File: src/hw/rtl/t2m_pkg.sv
// Shared types, symbol codes and the Morse letter table for the text to Morse sequencer.
// No dependencies; every other file of the block imports this package.
`timescale 1ns / 1ps

package t2m_pkg;

    // Output symbol codes.
    localparam logic [2:0] SYM_DOT        = 3'd0;
    localparam logic [2:0] SYM_DASH       = 3'd1;
    localparam logic [2:0] SYM_LETTER_GAP = 3'd2;
    localparam logic [2:0] SYM_WORD_GAP   = 3'd3;
    localparam logic [2:0] SYM_END        = 3'd4;

    // Word position codes.
    localparam logic [1:0] WP_NONE    = 2'd0;
    localparam logic [1:0] WP_LETTER  = 2'd1;
    localparam logic [1:0] WP_PENDING = 2'd2;

    // Gap that precedes a letter.
    localparam logic [1:0] GAP_NONE   = 2'd0;
    localparam logic [1:0] GAP_LETTER = 2'd1;
    localparam logic [1:0] GAP_WORD   = 2'd2;

    localparam int MAX_ELEMS = 4;

    // One job handed from the front end to the back end.
    typedef struct packed {
        logic [1:0] gap;
        logic [2:0] len;
        logic [3:0] elems;  // first element in bit 3, 1 is a dash
        logic       eom;
    } t_job;

    typedef enum logic [1:0] {
        PH_IDLE,
        PH_GAP,
        PH_ELEM,
        PH_END
    } t_phase;

    // International Morse table: bits 6..4 element count, bits 3..0 elements.
    function automatic logic [6:0] letter_pattern(input logic [4:0] idx);
        logic [6:0] pat;
        case (idx)
            5'd0:    pat = 7'h24;
            5'd1:    pat = 7'h48;
            5'd2:    pat = 7'h4A;
            5'd3:    pat = 7'h38;
            5'd4:    pat = 7'h10;
            5'd5:    pat = 7'h42;
            5'd6:    pat = 7'h3C;
            5'd7:    pat = 7'h40;
            5'd8:    pat = 7'h20;
            5'd9:    pat = 7'h47;
            5'd10:   pat = 7'h3A;
            5'd11:   pat = 7'h44;
            5'd12:   pat = 7'h2C;
            5'd13:   pat = 7'h28;
            5'd14:   pat = 7'h3E;
            5'd15:   pat = 7'h46;
            5'd16:   pat = 7'h4D;
            5'd17:   pat = 7'h34;
            5'd18:   pat = 7'h30;
            5'd19:   pat = 7'h18;
            5'd20:   pat = 7'h32;
            5'd21:   pat = 7'h41;
            5'd22:   pat = 7'h36;
            5'd23:   pat = 7'h49;
            5'd24:   pat = 7'h4B;
            5'd25:   pat = 7'h4C;
            default: pat = 7'h00;
        endcase
        return pat;
    endfunction

endpackage

File: src/hw/rtl/t2m_front.sv
// Front end: accepts text bytes, classifies them and tracks the word position.
// Emits one job per letter or end of message. Depends on t2m_pkg.
`timescale 1ns / 1ps

module t2m_front (
    input  logic         i_clk,
    input  logic         i_rst_n,
    input  logic         i_valid,
    input  logic [7:0]   i_char,
    input  logic         i_eom,
    output logic         o_ready,
    input  logic         i_queue_ready,
    output logic         o_push,
    output t2m_pkg::t_job o_job
);
    import t2m_pkg::*;

    logic [1:0] r_wpos;
    logic [1:0] n_wpos;
    logic       accept;
    logic       is_letter;
    logic       is_space;
    logic [4:0] idx;
    logic [6:0] pat;

    assign o_ready = i_queue_ready;
    assign accept  = i_valid && i_queue_ready;

    always_comb begin
        is_letter = 1'b0;
        is_space  = 1'b0;
        idx       = 5'd0;
        if (i_char inside {[8'h41:8'h5A]}) begin
            is_letter = 1'b1;
            idx       = 5'(i_char - 8'h41);
        end else if (i_char inside {[8'h61:8'h7A]}) begin
            is_letter = 1'b1;
            idx       = 5'(i_char - 8'h61);
        end else if (i_char inside {8'h20, 8'h09, 8'h0A, 8'h0D}) begin
            is_space = 1'b1;
        end
    end

    assign pat = letter_pattern(idx);

    always_comb begin
        o_job.elems = pat[3:0];
        o_job.eom   = i_eom;
        o_job.len   = (pat[6:4] > 3'(MAX_ELEMS)) ? 3'(MAX_ELEMS) : pat[6:4];
        if (!is_letter) begin
            o_job.len = 3'd0;
        end
        case (r_wpos)
            WP_LETTER:  o_job.gap = is_letter ? GAP_LETTER : GAP_NONE;
            WP_PENDING: o_job.gap = is_letter ? GAP_WORD : GAP_NONE;
            default:    o_job.gap = GAP_NONE;
        endcase
    end

    assign o_push = accept && (is_letter || i_eom);

    always_comb begin
        n_wpos = r_wpos;
        if (accept) begin
            if (i_eom) begin
                n_wpos = WP_NONE;
            end else if (is_letter) begin
                n_wpos = WP_LETTER;
            end else if (is_space && r_wpos == WP_LETTER) begin
                n_wpos = WP_PENDING;
            end
        end
    end

    always_ff @(posedge i_clk) begin
        if (!i_rst_n) begin
            r_wpos <= WP_NONE;
        end else begin
            r_wpos <= n_wpos;
        end
    end

endmodule

File: src/hw/rtl/t2m_queue.sv
// Short job queue between the front and back ends.
// Register array with read and write pointers. Depends on t2m_pkg.
`timescale 1ns / 1ps

module t2m_queue #(
    parameter int DEPTH = 4
) (
    input  logic          i_clk,
    input  logic          i_rst_n,
    input  logic          i_push,
    input  t2m_pkg::t_job i_job,
    output logic          o_ready,
    input  logic          i_pop,
    output logic          o_valid,
    output t2m_pkg::t_job o_job
);
    import t2m_pkg::*;

    localparam int PW = (DEPTH > 1) ? $clog2(DEPTH) : 1;
    localparam int CW = $clog2(DEPTH + 1);

    t_job          r_mem [DEPTH];
    logic [PW-1:0] r_wr;
    logic [PW-1:0] r_rd;
    logic [CW-1:0] r_count;
    logic [PW-1:0] n_wr;
    logic [PW-1:0] n_rd;
    logic [CW-1:0] n_count;
    logic          do_push;
    logic          do_pop;

    assign o_ready = (r_count != CW'(DEPTH));
    assign o_valid = (r_count != '0);
    assign o_job   = r_mem[r_rd];
    assign do_push = i_push && o_ready;
    assign do_pop  = i_pop && o_valid;

    always_comb begin
        n_wr    = r_wr;
        n_rd    = r_rd;
        n_count = r_count;
        if (do_push) begin
            n_wr = (r_wr == PW'(DEPTH - 1)) ? '0 : r_wr + 1'b1;
        end
        if (do_pop) begin
            n_rd = (r_rd == PW'(DEPTH - 1)) ? '0 : r_rd + 1'b1;
        end
        if (do_push && !do_pop) begin
            n_count = r_count + 1'b1;
        end else if (do_pop && !do_push) begin
            n_count = r_count - 1'b1;
        end
    end

    always_ff @(posedge i_clk) begin
        if (do_push) begin
            r_mem[r_wr] <= i_job;
        end
    end

    always_ff @(posedge i_clk) begin
        if (!i_rst_n) begin
            r_wr    <= '0;
            r_rd    <= '0;
            r_count <= '0;
        end else begin
            r_wr    <= n_wr;
            r_rd    <= n_rd;
            r_count <= n_count;
        end
    end

endmodule

File: src/hw/rtl/t2m_back.sv
// Back end: plays one job out as Morse symbols into an output register, one symbol per
// cycle while the output is not stalled. Depends on t2m_pkg.
`timescale 1ns / 1ps

module t2m_back (
    input  logic          i_clk,
    input  logic          i_rst_n,
    input  logic          i_job_valid,
    input  t2m_pkg::t_job i_job,
    output logic          o_pop,
    output logic          o_valid,
    input  logic          i_ready,
    output logic [7:0]    o_data,
    output logic          o_last
);
    import t2m_pkg::*;

    t_phase     r_phase;
    t_phase     n_phase;
    t_job       r_job;
    t_job       n_job;
    logic [1:0] r_idx;
    logic [1:0] n_idx;
    logic       r_out_valid;
    logic [7:0] r_out_data;
    logic       r_out_last;

    logic       can_load;
    logic       advance;
    logic       done;
    logic       elem_last;
    logic [2:0] sym;
    logic [1:0] on_units;
    logic [2:0] off_units;
    logic       sym_last;

    function automatic t_phase first_phase(input t_job job);
        t_phase ph;
        if (job.gap != GAP_NONE) begin
            ph = PH_GAP;
        end else if (job.len != 3'd0) begin
            ph = PH_ELEM;
        end else if (job.eom) begin
            ph = PH_END;
        end else begin
            ph = PH_IDLE;
        end
        return ph;
    endfunction

    assign can_load  = !r_out_valid || i_ready;
    assign advance   = (r_phase != PH_IDLE) && can_load;
    assign elem_last = ({1'b0, r_idx} + 3'd1) >= r_job.len;

    // Symbol output for the current phase.
    always_comb begin
        sym       = SYM_END;
        on_units  = 2'd0;
        off_units = 3'd0;
        sym_last  = 1'b0;
        done      = 1'b0;
        case (r_phase)
            PH_GAP: begin
                if (r_job.gap == GAP_LETTER) begin
                    sym       = SYM_LETTER_GAP;
                    off_units = 3'd3;
                end else begin
                    sym       = SYM_WORD_GAP;
                    off_units = 3'd7;
                end
                done     = (r_job.len == 3'd0) && !r_job.eom;
                sym_last = done;
            end
            PH_ELEM: begin
                if (r_job.elems[2'd3 - r_idx]) begin
                    sym      = SYM_DASH;
                    on_units = 2'd3;
                end else begin
                    sym      = SYM_DOT;
                    on_units = 2'd1;
                end
                off_units = 3'd1;
                done      = elem_last && !r_job.eom;
                sym_last  = done;
            end
            PH_END: begin
                done     = 1'b1;
                sym_last = 1'b1;
            end
            default: begin
                done = 1'b1;
            end
        endcase
    end

    // Next phase, element index and job fetch.
    always_comb begin
        n_phase = r_phase;
        n_idx   = r_idx;
        n_job   = r_job;
        o_pop   = 1'b0;
        if (r_phase == PH_IDLE || (advance && done)) begin
            if (i_job_valid) begin
                o_pop   = 1'b1;
                n_job   = i_job;
                n_idx   = 2'd0;
                n_phase = first_phase(i_job);
            end else begin
                n_phase = PH_IDLE;
            end
        end else if (advance) begin
            case (r_phase)
                PH_GAP: begin
                    n_idx   = 2'd0;
                    n_phase = (r_job.len != 3'd0) ? PH_ELEM : PH_END;
                end
                PH_ELEM: begin
                    if (elem_last) begin
                        n_phase = PH_END;
                    end else begin
                        n_idx = r_idx + 2'd1;
                    end
                end
                default: begin
                    n_phase = PH_IDLE;
                end
            endcase
        end
    end

    always_ff @(posedge i_clk) begin
        if (!i_rst_n) begin
            r_phase     <= PH_IDLE;
            r_out_valid <= 1'b0;
        end else begin
            r_phase <= n_phase;
            if (advance) begin
                r_out_valid <= 1'b1;
            end else if (i_ready) begin
                r_out_valid <= 1'b0;
            end
        end
    end

    always_ff @(posedge i_clk) begin
        r_job <= n_job;
        r_idx <= n_idx;
        if (advance) begin
            r_out_data <= {off_units, on_units, sym};
            r_out_last <= sym_last;
        end
    end

    assign o_valid = r_out_valid;
    assign o_data  = r_out_data;
    assign o_last  = r_out_last;

endmodule

File: src/hw/rtl/text_to_morse_sequencer.sv
// Top level of the text to Morse sequencer: front end, job queue and symbol back end.
// Depends on t2m_pkg, t2m_front, t2m_queue and t2m_back.
//
//  Channel  | Direction | tdata (low bit up)                          | tlast
//  s_axis   | in        | char_byte[7:0]                              | end_of_message
//  m_axis   | out       | symbol[2:0], on_units[4:3], off_units[7:5]  | last
//
// A byte is taken whenever the job queue has room; bytes that give no symbols
// never enter the queue. The back end sends one symbol per cycle unless the output is
// stalled. A letter of n elements gives n to n+2 symbols; symbol output bounds throughput.
// The output register lets the back end fill it again in the cycle it is taken.
// Reset is synchronous; it empties the queue and starts a new message.
`timescale 1ns / 1ps

module text_to_morse_sequencer #(
    parameter int QUEUE_DEPTH = 4
) (
    input  logic       i_clk,
    input  logic       i_rst_n,
    input  logic       s_axis_tvalid,
    output logic       s_axis_tready,
    input  logic [7:0] s_axis_tdata,   // char_byte[7:0]
    input  logic       s_axis_tlast,
    output logic       m_axis_tvalid,
    input  logic       m_axis_tready,
    output logic [7:0] m_axis_tdata,   // symbol[2:0], on_units[4:3], off_units[7:5]
    output logic       m_axis_tlast
);
    import t2m_pkg::*;

    logic push;
    logic pop;
    logic q_ready;
    logic q_valid;
    t_job front_job;
    t_job q_job;

    t2m_front u_front (
        .i_clk         (i_clk),
        .i_rst_n       (i_rst_n),
        .i_valid       (s_axis_tvalid),
        .i_char        (s_axis_tdata),
        .i_eom         (s_axis_tlast),
        .o_ready       (s_axis_tready),
        .i_queue_ready (q_ready),
        .o_push        (push),
        .o_job         (front_job)
    );

    t2m_queue #(
        .DEPTH (QUEUE_DEPTH)
    ) u_queue (
        .i_clk   (i_clk),
        .i_rst_n (i_rst_n),
        .i_push  (push),
        .i_job   (front_job),
        .o_ready (q_ready),
        .i_pop   (pop),
        .o_valid (q_valid),
        .o_job   (q_job)
    );

    t2m_back u_back (
        .i_clk       (i_clk),
        .i_rst_n     (i_rst_n),
        .i_job_valid (q_valid),
        .i_job       (q_job),
        .o_pop       (pop),
        .o_valid     (m_axis_tvalid),
        .i_ready     (m_axis_tready),
        .o_data      (m_axis_tdata),
        .o_last      (m_axis_tlast)
    );

endmodule

File: config.mk
export PLATFORM = sky130hd
export DESIGN_NAME = text_to_morse_sequencer
export DESIGN_NICKNAME = d
export VERILOG_FILES = /design/src/hw/rtl/t2m_pkg.sv /design/src/hw/rtl/t2m_front.sv /design/src/hw/rtl/t2m_queue.sv /design/src/hw/rtl/t2m_back.sv /design/src/hw/rtl/text_to_morse_sequencer.sv
export SDC_FILE = /design/constraint.sdc
export NUM_CORES = 1
export LEC_CHECK = 0
export BUFFER_PORTS_ARGS = -buffer_cell sky130_fd_sc_hd__buf_2
export CAP_MARGIN = 20
export CORE_UTILIZATION = 35
export CTS_BUF_LIST = sky130_fd_sc_hd__clkbuf_8
export DETAILED_ROUTE_END_ITERATION = 8
export PLACE_DENSITY = 0.62
export SLEW_MARGIN = 25
export SYNTH_ARGS = -nofsm -noshare
export SYNTH_HDL_FRONTEND = slang
export SYNTH_SLANG_ARGS = --single-unit
export TNS_END_PERCENT = 20
File: constraint.sdc
create_clock -name i_clk -period 8.6 [get_ports i_clk]
set_input_delay 0.43 -clock i_clk [delete_from_list [all_inputs] [get_ports i_clk]]
set_output_delay 0.43 -clock i_clk [all_outputs]
set_load 0.01 [all_outputs]
==> results.toml <==
[final_layout]
utilization_pct = 40.6
n_antenna_cell = 0
final_layout_size_suffix_gt1_share_pct = 17.5
area_growth_pct = 10.8
instances_no_fill = 468
finalNetCount = 366

[place]
io_buffers = 23
gp_congestion = 0.813
dp_hpwl_microns = 4660
place_inst = 452
place_ws_ps = 4760

[setup_path]
crit_slowest_cell = "edfxtp_1"
worstPathRequired_ps = 8870
crit_type = "reg2reg"
r2r_slack_ps = 5130
crit_path_cell_trace = "ha_1 > ha_1 > a21oi_1 > o21ai_1 > a2111oi_0 > nor2_1 > nand2_1 > ha_1 > inv_1 > fa_1 > xor2_1 > or3_1 > a21boi_0"
timing.rr.end = "u_queue.r_count[2]"
worst-path-max-fanout = 5
cpPeakStageDelay_ps = 490
critPathTopFamily = "adder cells"
reg2reg_from = "u_back.r_idx[0]"
cp.arrival_ps = 3740
crit_path_end_kind = "flip-flop"
cp_common_cell = "ha_1"
reg2regPathDepth = 13
start_kind = "flip-flop"
critPathBufInv = 1

[worst_hold_path]
min_from = "s_axis_tlast"
hold_class = "in2reg"
min_path_cells = 1
min_to = "u_queue.r_mem[3][0]"

[logic_synthesis]
yosys.area_share.simple_pct = 12.3
ys_async_sr_fraction_pct = 0
synth_compound_area_share_pct = 10.7
yosys_warnings = 0
synth_fp_nets = 345
synth.area.mux_share_pct = 8.03
yosysSeqAreaShare_pct = 54.3
synth_common_cells = "edfxtp_1 (60), ha_1 (25), nor2_1 (25)"
synthAdderAreaFrac_pct = 8.68
synth_seq_cells = 74
yosysMostFrequentCell = "edfxtp_1"
syn_inst = 306
synth-edff-count = 60
synth_xor_area_share_pct = 1.83
synth_ff_type = "edfxtp_1"
synth_top_family_by_area = "simple AND/OR/NAND/NOR gates"
yosys.area.top_type = "edfxtp_1"
ys_types = 56
synth_top_area_share_pct = 47.0
synth_area_leaders = "edfxtp_1 (47%), ha_1 (8.2%), dfxtp_1 (7.3%)"
syn_area_sq_um = 3830
avgSynthCellArea_sq_um = 12.5

[floorplanning]
die_y_microns = 107
die_x_microns = 107
rows = 37
io-pin-count = 24
die_area_sq_um = 11400
coreArea_sq_um = 10500
start_util_pct = 36.6

[clock_network]
cts_tree = "done"
postCtsHoldBufs = 0
insertion_delay_ps = 350
root_buffer = "clkbuf_8"
clockBufferDepth = 2
post-cts-setup-buffers = 0
cts_htree_levels = 3
clk_pin_slew_ps = 80
clkSinkCount = 74
cts_buffers = 9
cts_repair_resize_count = 0

[sta]
period_needed_ps = 3470
fin_hold_ws_ps = 341
drv_slew = 0
rsz0062_at_grt = "no"
tns_ps = 0
tightest_slew_ps = 948
fmax_mhz = 288
finalCritPeriodShare_pct = 40.3
relSlewSlack_pct = 36.3
fin_ws_ps = 5130
setup_viol = 0
worst_clock_skew_ps = 11.9
hold_violations = 0

[power_and_ir_drop]
internal_power_uw = 804
powerDensity_nw_per_um2 = 283
p_leak_nw = 1.58
power_frac_comb_pct = 31.5
switching_share_pct = 33.1
power.switching_uw = 398
clkPwrFrac_pct = 22.8
peakVddDrop_uv = 126
power_frac_seq_pct = 45.7

[global_route]
grt_pass1_wl_microns = 11000
grt_max_degree = 15
grt_pass1_vias = 2223
grt_overflow_total = 0
antenna_found_initial = 0
track_usage_pct = 12.6

[detailed_routing]
antenna_left = 0
wl_microns = 6600
vias = 2386
routedWlPerCell_microns = 14.1
vias_per_cell = 5.10
drc = 0
dr.first_iter.drc_count = 107
dr.pass1.iters = 4

[outcome]
outcome = "complete, no violations"

[job]
max-cap-violations = 0
## kinds of logic after synthesis
kind of cell    after synthesis
compound gates               58
xor+xnor                      8
fa+ha+maj                    26
buf+inv                      34
flops                        74
mux                          17
simple gates                 89
## state kept, by name, summed over array words and instances (netlist names), 2 cells and up, named ones only
signal / count
u_back.o_data: 7
u_back.r_idx: 2
u_back.r_job: 10
u_back.r_phase: 2
u_front.r_wpos: 2
u_queue.r_count: 3
u_queue.r_mem: 40
u_queue.r_rd: 2
u_queue.r_wr: 2
## final cells by class
type,count,area [sq um]
timing repair buffer,24,123
fill,985,6210
clock buffer,11,151
inverter,20,75.1
multi-input combinational,198,1600
tap,136,170
sequential,74,2080
clock inverter,5,51.3
## layout by cell type (no fill, tap or decap), drive strengths merged, types with 11 or more instances in the layout
cell type,instances
nand2,18
dfxtp,14
buf,24
nor2,25
mux4,11
ha,25
clkbuf,11
edfxtp,60
a21oi,13
o21ai,14
inv,23
## power by group through the flow
stage / Sequential (mW) / Combinational, mW / Clock [mW]
after floorplan: 0.535 / 0.306 / 0
after global placement: 0.556 / 0.372 / 0
after detailed placement: 0.560 / 0.379 / 0
after CTS: 0.552 / 0.381 / 0.283
after global routing: 0.563 / 0.428 / 0.299
final: 0.550 / 0.379 / 0.274
## per-stage QoR
| stage | power (mW) | instance area, sq um |
|---|---|---|
| final | 1.20 | 4250 |
| after detailed placement | 0.938 | 4050 |
| after global routing | 1.29 | 4250 |
| after CTS | 1.22 | 4250 |
| after global placement | 0.928 | 4050 |
| after floorplan | 0.841 | 3830 |
## worst max-delay path by stage
| stage | from | endpoint | slack [ps] | cells past startpoint |
|---|---|---|---|---|
| final | u_back.r_idx[0] | u_queue.r_count[2] | 5130 | 13 |
| after global routing | u_back.r_idx[0] | u_queue.r_count[2] | 4800 | 13 |
| after CTS | s_axis_tdata[0] | u_queue.r_count[2] | 5120 | 13 |
| after detailed placement | s_axis_tdata[0] | u_queue.r_count[2] | 4760 | 13 |
| after global placement | s_axis_tdata[0] | u_queue.r_count[2] | 4900 | 13 |
| after floorplan | s_axis_tdata[0] | u_queue.r_count[2] | 5130 | 15 |
## layer usage
metal	part of all wire [%]	track usage (%)	routed length [microns]
met4	2.3	6.36	149
met3	4.9	3.28	324
met5	0	0	0
met1	46	15.8	3010
met2	47	20.0	3110
Note: power is estimated with default switching activity, not from simulation.
